$ cat config.mk
export PLATFORM = sky130hd
export DESIGN_NAME = mesh_frame_and_at_line_deframer_unit_flat
export DESIGN_NICKNAME = d
export VERILOG_FILES = /design/src/design/mfad_pkg.sv /design/src/design/mfad_in_if.sv /design/src/design/mfad_out_if.sv /design/src/design/mesh_frame_and_at_line_deframer_unit.sv /design/src/design/mfad_parser.sv /design/src/flat_wrapper.sv
export SDC_FILE = /design/constraint.sdc
export NUM_CORES = 1
export LEC_CHECK = 0
export ABC_AREA = 1
export BUFFER_PORTS_ARGS = -buffer_cell sky130_fd_sc_hd__buf_2
export CAP_MARGIN = 0
export CORE_MARGIN = 10
export CORE_UTILIZATION = 40
export DETAILED_ROUTE_END_ITERATION = 12
export PLACE_DENSITY = 0.66
export SLEW_MARGIN = 20
export SYNTH_ARGS = -nofsm -noshare
export SYNTH_HDL_FRONTEND = slang
export SYNTH_SLANG_ARGS = --single-unit
$ cat constraint.sdc
create_clock -name i_clk -period 4.1 [get_ports i_clk]
set_input_delay 0 -clock i_clk [delete_from_list [all_inputs] [get_ports i_clk]]
set_output_delay 0 -clock i_clk [all_outputs]
set_load 0.05 [all_outputs]
$ cat src/design/mfad_pkg.sv
`default_nettype none
package mfad_pkg;

    localparam logic [7:0] HDR_FIRST  = 8'hF1;
    localparam logic [7:0] HDR_SECOND = 8'hDD;
    localparam logic [7:0] AT_START   = 8'h2B;
    localparam logic [7:0] AT_END     = 8'h0A;

    typedef enum logic [3:0] {
        PH_HUNT   = 4'd0,
        PH_GOT_F1 = 4'd1,
        PH_NET    = 4'd2,
        PH_SRC_HI = 4'd3,
        PH_SRC_LO = 4'd4,
        PH_DST_HI = 4'd5,
        PH_DST_LO = 4'd6,
        PH_KEY    = 4'd7,
        PH_LEFT   = 4'd8,
        PH_RIGHT  = 4'd9,
        PH_TRL_HI = 4'd10,
        PH_TRL_LO = 4'd11,
        PH_LINE   = 4'd12
    } t_phase;

    localparam logic KIND_PACKET = 1'b0;
    localparam logic KIND_LINE   = 1'b1;

    typedef struct packed {
        logic [7:0]  net_hold;
        logic [15:0] src_hold;
        logic [15:0] dst_hold;
        logic [7:0]  key_hold;
        logic [7:0]  left_hold;
        logic [7:0]  right_hold;
        logic [7:0]  trailer_high;
    } t_hold;

    typedef struct packed {
        logic        kind;
        logic [7:0]  net_id;
        logic [15:0] src_addr;
        logic [15:0] dst_addr;
        logic [7:0]  key_value;
        logic [7:0]  left_value;
        logic [7:0]  right_value;
        logic [15:0] trailer;
        logic [7:0]  line_byte;
        logic        line_last;
    } t_result;

endpackage
`default_nettype wire

$ cat src/design/mfad_in_if.sv
`default_nettype none
interface mfad_in_if;
    logic       valid;
    logic       ready;
    logic [7:0] rx_byte;

    modport source (output valid, output rx_byte, input ready);
    modport sink (input valid, input rx_byte, output ready);
endinterface
`default_nettype wire

$ cat src/design/mfad_out_if.sv
`default_nettype none
interface mfad_out_if;
    logic        valid;
    logic        ready;
    logic        kind;
    logic [7:0]  net_id;
    logic [15:0] src_addr;
    logic [15:0] dst_addr;
    logic [7:0]  key_value;
    logic [7:0]  left_value;
    logic [7:0]  right_value;
    logic [15:0] trailer;
    logic [7:0]  line_byte;
    logic        line_last;

    modport source (
        output valid, output kind, output net_id, output src_addr, output dst_addr,
        output key_value, output left_value, output right_value, output trailer,
        output line_byte, output line_last, input ready
    );
    modport sink (
        input valid, input kind, input net_id, input src_addr, input dst_addr,
        input key_value, input left_value, input right_value, input trailer,
        input line_byte, input line_last, output ready
    );
endinterface
`default_nettype wire

$ cat src/design/mesh_frame_and_at_line_deframer_unit.sv
`default_nettype none
// path: a result's last byte goes from the input register through the parser
// into the result register; throughput: one byte per cycle while the output
// is not stalled, set by the single parser stage between the two registers
// reset: synchronous active-low i_rst_n returns to header hunt, clears the
// captured fields and empties both registers
module mesh_frame_and_at_line_deframer_unit
    import mfad_pkg::*;
(
    input  wire        i_clk,
    input  wire        i_rst_n,
    mfad_in_if.sink    i_in,
    mfad_out_if.source o_out
);

    logic       r_in_valid;
    logic [7:0] r_in_byte;
    t_phase     r_phase;
    t_hold      r_hold;
    logic       r_out_valid;
    t_result    r_out;

    t_phase     n_phase;
    t_hold      n_hold;
    logic       emit;
    t_result    result;
    logic       advance;

    mfad_parser u_parser (
        .i_phase  (r_phase),
        .i_hold   (r_hold),
        .i_byte   (r_in_byte),
        .o_phase  (n_phase),
        .o_hold   (n_hold),
        .o_emit   (emit),
        .o_result (result)
    );

    // the held byte moves on once the result register can take its result
    assign advance    = r_in_valid && (!r_out_valid || o_out.ready);
    assign i_in.ready = !r_in_valid || advance;

    always_ff @(posedge i_clk) begin
        if (!i_rst_n) begin
            r_in_valid <= 1'b0;
        end else if (i_in.ready) begin
            r_in_valid <= i_in.valid;
        end
    end

    always_ff @(posedge i_clk) begin
        if (i_in.ready && i_in.valid) begin
            r_in_byte <= i_in.rx_byte;
        end
    end

    always_ff @(posedge i_clk) begin
        if (!i_rst_n) begin
            r_phase <= PH_HUNT;
            r_hold  <= '0;
        end else if (advance) begin
            r_phase <= n_phase;
            r_hold  <= n_hold;
        end
    end

    always_ff @(posedge i_clk) begin
        if (!i_rst_n) begin
            r_out_valid <= 1'b0;
        end else if (advance) begin
            r_out_valid <= emit;
        end else if (o_out.ready) begin
            r_out_valid <= 1'b0;
        end
    end

    always_ff @(posedge i_clk) begin
        if (advance && emit) begin
            r_out <= result;
        end
    end

    assign o_out.valid       = r_out_valid;
    assign o_out.kind        = r_out.kind;
    assign o_out.net_id      = r_out.net_id;
    assign o_out.src_addr    = r_out.src_addr;
    assign o_out.dst_addr    = r_out.dst_addr;
    assign o_out.key_value   = r_out.key_value;
    assign o_out.left_value  = r_out.left_value;
    assign o_out.right_value = r_out.right_value;
    assign o_out.trailer     = r_out.trailer;
    assign o_out.line_byte   = r_out.line_byte;
    assign o_out.line_last   = r_out.line_last;

endmodule
`default_nettype wire

$ cat src/design/mfad_parser.sv
`default_nettype none
module mfad_parser
    import mfad_pkg::*;
(
    input  wire t_phase   i_phase,
    input  wire t_hold    i_hold,
    input  wire [7:0]     i_byte,
    output t_phase        o_phase,
    output t_hold         o_hold,
    output logic          o_emit,
    output t_result       o_result
);

    t_phase  hunt_phase;
    logic    hunt_emit;
    t_result line_res;
    t_result pkt_res;

    // byte seen while hunting or re-examined after a broken header
    always_comb begin
        if (i_byte == HDR_FIRST) begin
            hunt_phase = PH_GOT_F1;
            hunt_emit  = 1'b0;
        end else if (i_byte == AT_START) begin
            hunt_phase = PH_LINE;
            hunt_emit  = 1'b1;
        end else begin
            hunt_phase = PH_HUNT;
            hunt_emit  = 1'b0;
        end
    end

    always_comb begin
        line_res           = '0;
        line_res.kind      = KIND_LINE;
        line_res.line_byte = i_byte;
        line_res.line_last = (i_byte == AT_END);

        pkt_res             = '0;
        pkt_res.kind        = KIND_PACKET;
        pkt_res.net_id      = i_hold.net_hold;
        pkt_res.src_addr    = i_hold.src_hold;
        pkt_res.dst_addr    = i_hold.dst_hold;
        pkt_res.key_value   = i_hold.key_hold;
        pkt_res.left_value  = i_hold.left_hold;
        pkt_res.right_value = i_hold.right_hold;
        pkt_res.trailer     = {i_hold.trailer_high, i_byte};
    end

    always_comb begin
        o_phase  = i_phase;
        o_hold   = i_hold;
        o_emit   = 1'b0;
        o_result = line_res;
        case (i_phase)
            PH_GOT_F1: begin
                if (i_byte == HDR_SECOND) begin
                    o_phase = PH_NET;
                end else begin
                    o_phase = hunt_phase;
                    o_emit  = hunt_emit;
                end
            end
            PH_NET: begin
                o_hold.net_hold = i_byte;
                o_phase         = PH_SRC_HI;
            end
            PH_SRC_HI: begin
                o_hold.src_hold = {i_hold.src_hold[7:0], i_byte};
                o_phase         = PH_SRC_LO;
            end
            PH_SRC_LO: begin
                o_hold.src_hold = {i_hold.src_hold[7:0], i_byte};
                o_phase         = PH_DST_HI;
            end
            PH_DST_HI: begin
                o_hold.dst_hold = {i_hold.dst_hold[7:0], i_byte};
                o_phase         = PH_DST_LO;
            end
            PH_DST_LO: begin
                o_hold.dst_hold = {i_hold.dst_hold[7:0], i_byte};
                o_phase         = PH_KEY;
            end
            PH_KEY: begin
                o_hold.key_hold = i_byte;
                o_phase         = PH_LEFT;
            end
            PH_LEFT: begin
                o_hold.left_hold = i_byte;
                o_phase          = PH_RIGHT;
            end
            PH_RIGHT: begin
                o_hold.right_hold = i_byte;
                o_phase           = PH_TRL_HI;
            end
            PH_TRL_HI: begin
                o_hold.trailer_high = i_byte;
                o_phase             = PH_TRL_LO;
            end
            PH_TRL_LO: begin
                o_result = pkt_res;
                o_emit   = 1'b1;
                o_phase  = PH_HUNT;
            end
            PH_LINE: begin
                o_emit = 1'b1;
                if (i_byte == AT_END) begin
                    o_phase = PH_HUNT;
                end
            end
            default: begin
                o_phase = hunt_phase;
                o_emit  = hunt_emit;
            end
        endcase
    end

endmodule
`default_nettype wire
$ cat src/flat_wrapper.sv
// flat-port wrapper written by rule: the top's interface ports become plain ports
module mesh_frame_and_at_line_deframer_unit_flat import mfad_pkg::*;
  (i_clk, i_rst_n, i_in_valid, i_in_rx_byte, i_in_ready, o_out_valid, o_out_kind, o_out_net_id, o_out_src_addr, o_out_dst_addr, o_out_key_value, o_out_left_value, o_out_right_value, o_out_trailer, o_out_line_byte, o_out_line_last, o_out_ready);
  mfad_in_if i_in_i ();
  mfad_out_if o_out_i ();
  input  wire i_clk;
  input  wire i_rst_n;
  input wire logic [$bits(i_in_i.valid)-1:0] i_in_valid;
  input wire logic [$bits(i_in_i.rx_byte)-1:0] i_in_rx_byte;
  output wire logic [$bits(i_in_i.ready)-1:0] i_in_ready;
  output wire logic [$bits(o_out_i.valid)-1:0] o_out_valid;
  output wire logic [$bits(o_out_i.kind)-1:0] o_out_kind;
  output wire logic [$bits(o_out_i.net_id)-1:0] o_out_net_id;
  output wire logic [$bits(o_out_i.src_addr)-1:0] o_out_src_addr;
  output wire logic [$bits(o_out_i.dst_addr)-1:0] o_out_dst_addr;
  output wire logic [$bits(o_out_i.key_value)-1:0] o_out_key_value;
  output wire logic [$bits(o_out_i.left_value)-1:0] o_out_left_value;
  output wire logic [$bits(o_out_i.right_value)-1:0] o_out_right_value;
  output wire logic [$bits(o_out_i.trailer)-1:0] o_out_trailer;
  output wire logic [$bits(o_out_i.line_byte)-1:0] o_out_line_byte;
  output wire logic [$bits(o_out_i.line_last)-1:0] o_out_line_last;
  input wire logic [$bits(o_out_i.ready)-1:0] o_out_ready;
  assign i_in_i.valid = i_in_valid;
  assign i_in_i.rx_byte = i_in_rx_byte;
  assign i_in_ready = i_in_i.ready;
  assign o_out_valid = o_out_i.valid;
  assign o_out_kind = o_out_i.kind;
  assign o_out_net_id = o_out_i.net_id;
  assign o_out_src_addr = o_out_i.src_addr;
  assign o_out_dst_addr = o_out_i.dst_addr;
  assign o_out_key_value = o_out_i.key_value;
  assign o_out_left_value = o_out_i.left_value;
  assign o_out_right_value = o_out_i.right_value;
  assign o_out_trailer = o_out_i.trailer;
  assign o_out_line_byte = o_out_i.line_byte;
  assign o_out_line_last = o_out_i.line_last;
  assign o_out_i.ready = o_out_ready;
  mesh_frame_and_at_line_deframer_unit u_core (.i_clk(i_clk), .i_rst_n(i_rst_n), .i_in(i_in_i), .o_out(o_out_i));
endmodule
==> results.cfg, run 1 <==
[drt]
top_layer = met4
wl_met3_um = 990
drc = 0
wirelength_mm = 14.3
wl_per_cell_um = 14.9
dr.first_iter.drc_count = 350
vias_per_cell = 4.65
vias = 4446
wl_met2_mm = 6.58
wl_met1_mm = 6.43
drtAntennaViolNets = 0
first_pass_iters = 5

[synth]
netlist_area_mm2 = 0.00643
ys_types = 18
synthTopCellsByCount = 108 x nor2_1, 98 x edfxtp_1, 90 x inv_1
synthFlopType = edfxtp_1
synth_top_area_share_pct = 45.7
yosys_warnings = 0
synth-edff-count = 98
avgSynthCellArea_um2 = 10.3
synth_most_common_cell = nor2_1
synth_async_sr_flop_share_pct = 0
syn-num-nets = 635
ys_ff_latch = 176
yosysSeqAreaShare_pct = 70.0
synth.area.top_cells = edfxtp_1 46%, dfxtp_1 24%, nor2_1 6.3%
synthCells = 623
synth_area_leader_cell = edfxtp_1

[critical_path]
worstPathCellList = inv_1, nand2_1, nor2_1, nand3_1, nand3_1, nand2_1, clkinv_2, buf_12
arrival_ns = 2.69
cp-end-kind = flop
critPathKind = flop to flop
path_max_fanout = 51
max_stage_delay_ns = 0.53
slowest_stage = edfxtp_1
crit_family = buffers and inverters
worst-path-buf-inv = 3
cp.required_ns = 4.21
startpoint_type = flop

[timing]
finalSetupTns_ns = 0
slew_violations = 0
slew_headroom_pct = 38.7
setup_viol_count_final = 0
layout_min_cycle_time_ns = 2.59
max_freq_mhz = 387
hold_viol_final = 0
fin_crit_sh_pct = 63.1
rsz0062_at_grt = false
worst_pin_slew_ns = 0.917
skew_ns = 0.0100

[grt]
overflow = 0
grt_max_degree = 82
track_usage_pct = 13.2
grt_pass1_wl_mm = 22.6
antenna_found_initial = 0
grt_pass1_vias = 4225

[finish]
final_area_mm2 = 0.00786
filler_cell_count = 1431
final_nets = 740
num_antenna_cells = 0
utilization_pct = 49.7
drive_gt1_share_pct = 19.2
area_delta_synth_final_pct = 22.2

[floorplan]
die_h_um = 147
rows = 46
start_util_pct = 40.6
die_w_um = 147
ios = 104
core-area_mm2 = 0.0158
dieArea_mm2 = 0.0216

[clock_network]
clkSinkCount = 176
tritoncts = built
cts_htree_levels = 4
cts_buffers = 17
post-cts-setup-buffer-count = 0
cts-root-buf = clkbuf_16
clk_latency_ns = 0.43
clkTransAtPathRegs_ns = 0.07
cts_buffer_depth = 2

[status]
outcome = finished clean

[placement]
dpl_cell_area_mm2 = 0.00711
portBuffers = 103
routabilityCongestion = 0.895
dpl.hpwl_mm = 9.52

[power]
power.internal_uw = 3040
powerDensity_mw_per_mm2 = 495
pwr-share-comb_pct = 6.4
seqPwrFrac_pct = 49.5
p_sw_uw = 847
p_total_uw = 3890
ir_worst_vdd_mv = 0.279
clockPowerShare_pct = 44.0
swShare_pct = 21.8
power.leakage_uw = 0.00290

[hold_path]
worstHoldPathType = primary input to flop

[flow_run]
cap_violations = 0
[power by group through the flow]
stage,clock network [uW],logic [uW],registers (uW)
2_1_floorplan,0,86.5,2060
3_3_place_gp,0,246,1960
3_5_place_dp,0,245,1960
4_1_cts,1730,254,1930
5_1_grt,1810,271,1930
6_report,1710,251,1930
[final cells by class]
class                      count  area, um2  share of cell area [%]
timing repair buffer         117        663                    8.44
sequential                   176       4500                    57.3
clock inverter                12        190                    2.42
clock buffer                  19        443                    5.64
tap                          216        270                    3.44
inverter                      94        354                    4.50
multi-input combinational    322       1440                    18.3
[worst min-delay path, delay by kind of cell]
family | cells | cell delay, ns
buffers and inverters | 1 | 0.29
and+or+nand+nor | 2 | 0.17
[flip-flops by register name, summed over array words and instances, names as in the netlist, 16 cells and up]
signal	cells
u_core.o_out.dst_addr	16
u_core.o_out.src_addr	16
u_core.o_out.trailer	16
u_core.r_hold	72
[metrics by stage]
step	hold slack [ns]	setup WS, ns	instances
floorplan	0.0989	0.828	623
global placement	0.204	1.62	914
detailed placement	0.192	1.50	914
CTS	0.284	1.49	956
global route	0.139	1.28	956
finish	0.0867	1.51	956
[cell usage in the layout, fill, tap and decap left out]
cell type | netlist | final
nor3_1 | 1 | 1
inv_1 | 90 | 89
nor2_1 | 108 | 108
nor2_2 | 1 | 1
dlygate4sd3_1 | 0 | 11
nand2_1 | 43 | 43
nand3_2 | 1 | 1
inv_2 | 4 | 4
clkinv_2 | 0 | 3
a21oi_1 | 78 | 78
nand4_1 | 1 | 1
buf_2 | 9 | 102
clkinv_1 | 0 | 2
clkbuf_8 | 0 | 1
o21ai_0 | 74 | 74
clkbuf_1 | 17 | 1
buf_12 | 0 | 1
clkinvlp_4 | 0 | 3
clkbuf_16 | 0 | 17
nor3_2 | 1 | 1
buf_4 | 3 | 3
edfxtp_1 | 98 | 98
nand3_1 | 14 | 14
dfxtp_1 | 78 | 78
bufinv_16 | 0 | 5
[cells by family (layout without fill, tap and decap cells)]
family / Yosys count / after routing / share of synthesized area (%)
buffers and inverters: 125 / 242 / 7.68
AOI/OAI and AO/OA: 152 / 152 / 11.8
DFF: 176 / 176 / 70.0
and+or+nand+nor: 170 / 170 / 10.5
[what timing repair did]
item                                   CTS  global route
gates resized for setup                  0             0
endpoints found under the hold margin   10             0
hold buffers                            11             0
setup endpoints to repair                0             0
[routing by layer]
layer  vias to the layer above  GRT usage, %
li1                       2251             -
met5                         -             0
met1                      2044          16.7
met4                         0          4.75
met2                       126          20.3
met3                        25          4.73
[path summary, 6_finish.rpt]
kind / start / depth (start not counted) / slack (ns) / to
worst max-delay path: u_core.r_in_byte[2] / 8 / 1.51 / u_core.o_out.dst_addr[8]
worst min-delay path: i_rst_n / 3 / 0.09 / u_core.r_phase[2]
worst max register to register: u_core.r_in_byte[2] / 8 / 1.51 / u_core.o_out.dst_addr[8]
worst min register to register: u_core.r_hold[59] / 2 / 0.45 / u_core.r_hold[59]
(Power assumes the default switching activity.)
==> run 2, diff against run 1 <==
- clock period: 4.1 -> 2.45 ns (I/O delays scaled with it)
==> run 2 against run 1 <==
Count of clock-buffer cells in the layout up 8. Critical path depth unchanged. Non-clock buffer count up 13. Cell count up 1.5%. Core utilization up 1.0 points. Clock power up 64%. Wire length up 0.11%. Via count up 0.99%. Worst setup slack worse by 0.97 ns. Cell area up 2.0%. Global-route usage up 0.24 points. Total power up 67%.
==> results.cfg, run 2 (synthesized netlist as in run 1, its figures left out) <==
[status]
outcome = finished clean

[finish]
top_register = u_core.r_hold
filler_cell_count = 1444
area_delta_synth_final_pct = 24.7
drive_gt1_share_pct = 22.9
layout_commonest_cell = nor2_1
layout_common_cells = 105 x nor2_1, 103 x buf_2, 98 x edfxtp_1, 85 x inv_1, 78 x a21oi_1
final_nets = 753
largest_reg_flops = 72
final_area_mm2 = 0.00802
num_antenna_cells = 0

[timing]
slew_headroom_pct = 46.3
finalSetupTns_ns = 0
max_freq_mhz = 526
hold_viol_final = 0
skew_ns = 0.00717
layout_min_cycle_time_ns = 1.90
slew_violations = 0
setup_viol_count_final = 0
worst_pin_slew_ns = 0.804
rsz0062_at_grt = false
fin_crit_sh_pct = 77.7
timing.final.ws_setup_ns = 0.547

[drt]
wl_per_cell_um = 14.7
drc = 0
vias = 4490
vias_per_cell = 4.63
wirelength_mm = 14.3
dr.first_iter.drc_count = 291
first_pass_iters = 5
drtAntennaViolNets = 0

[floorplan]
ios = 104
dieArea_mm2 = 0.0216
start_util_pct = 40.6
core-area_mm2 = 0.0158
die_w_um = 147
die_h_um = 147
rows = 46

[power]
seqPwrFrac_pct = 49.6
p_sw_uw = 1460
power.internal_uw = 5030
power.leakage_uw = 0.00298
powerDensity_mw_per_mm2 = 808
pwr-share-comb_pct = 7.1
clockPowerShare_pct = 43.4
ir_worst_vdd_mv = 0.577
swShare_pct = 22.5

[hold_path]
worstHoldStart = i_rst_n
worstHoldPathType = primary input to flop
holdPathStages = 3
hold_end = u_core.r_phase[3]

[placement]
portBuffers = 103
place_ws_ns = 0.558
dpl_cell_area_mm2 = 0.00728
routabilityCongestion = 0.875
dpl.hpwl_mm = 9.37

[grt]
met2_usage_pct = 20.7
grt_max_degree = 57
grtUsageMet1_pct = 16.8
busiest_layer = met2
track_usage_pct = 13.4
overflow = 0
antenna_found_initial = 0
grt_pass1_vias = 4227
met3_usage_pct = 4.98
grt_pass1_wl_mm = 22.9

[clock_network]
cts-root-buf = clkbuf_16
tritoncts = built
clk_latency_ns = 0.43
cts_htree_levels = 4
post-cts-setup-buffer-count = 0
clkTransAtPathRegs_ns = 0.06
cts_resized = 0
cts_buffer_depth = 2
clkSinkCount = 176
cts_buffers = 17

[critical_path]
cp-end-kind = flop
r2r_slack_ns = 0.55
r2r_end = u_core.o_out.dst_addr[5]
rr_startpoint = u_core.r_in_byte[7]
critPathKind = flop to flop
cp.required_ns = 2.55
arrival_ns = 2.00
r2r.worst_path.cells = 8
path_max_fanout = 53
startpoint_type = flop

[flow_run]
cap_violations = 0
-- run 2: final cells by class --
class                      instances  area (um2)  area share (%)
multi-input combinational        322        1470            18.3
tap                              216         270            3.37
clock buffer                      27         543            6.77
sequential                       176        4510            56.2
clock inverter                     5        86.3            1.08
inverter                          94         357            4.45
timing repair buffer             130         783            9.77
-- run 2: worst max-delay path: stages, from the launching register on --
cell        delay (ns)
edfxtp_1          0.38
inv_1             0.13
nand2_1           0.06
nor2_1            0.24
nand2_1           0.08
a21oi_1           0.18
nand2_2           0.09
clkinvlp_4        0.11
buf_12            0.26
-- run 2: repair_timing --
action | 4_1_cts | 5_1_grt
endpoints found under the setup margin | 0 | 0
endpoints found under the hold margin | 10 | 0
hold buffers | 11 | 0
-- run 2: per-layer routing --
layer,up-vias,part of all wire (%)
met3,22,7.3
met5,-,0
li1,2283,-
met4,0,1.9
met1,2041,44
met2,144,47
-- run 2: power by group through the flow --
stage | Combinational [uW] | Clock [uW] | Sequential [uW]
floorplan | 152 | 0 | 3440
global placement | 446 | 0 | 3280
detailed placement | 450 | 0 | 3280
CTS | 464 | 2860 | 3210
global route | 500 | 2980 | 3220
finish | 459 | 2810 | 3210
-- run 2: stage by stage --
stage / util [%] / power [uW] / cells / hold WS (ns)
2_1_floorplan: - / 3600 / 623 / 0.0989
3_3_place_gp: 46.0 / 3720 / 927 / 0.180
3_5_place_dp: 46.0 / 3730 / 927 / 0.183
4_1_cts: 50.7 / 6540 / 970 / 0.132
5_1_grt: 50.7 / 6700 / 970 / 0.173
6_report: 50.7 / 6480 / 970 / 0.143
-- run 2: worst max-delay path by stage --
| stage | startpoint | end | slack, ns | cells after the start |
|---|---|---|---|---|
| after global routing | u_core.r_in_byte[2] | u_core.o_out.key_value[4] | 0.35 | 8 |
| after global placement | u_core.r_in_byte[7] | u_core.o_out.dst_addr[9] | 0.60 | 8 |
| after floorplan | u_core.r_phase[2] | u_core.o_out.dst_addr[0] | -0.13 | 8 |
| final | u_core.r_in_byte[7] | u_core.o_out.dst_addr[5] | 0.55 | 8 |
| after CTS | u_core.r_in_byte[2] | u_core.o_out.dst_addr[1] | 0.55 | 8 |
| after detailed placement | u_core.r_in_byte[2] | u_core.o_out.src_addr[8] | 0.56 | 8 |
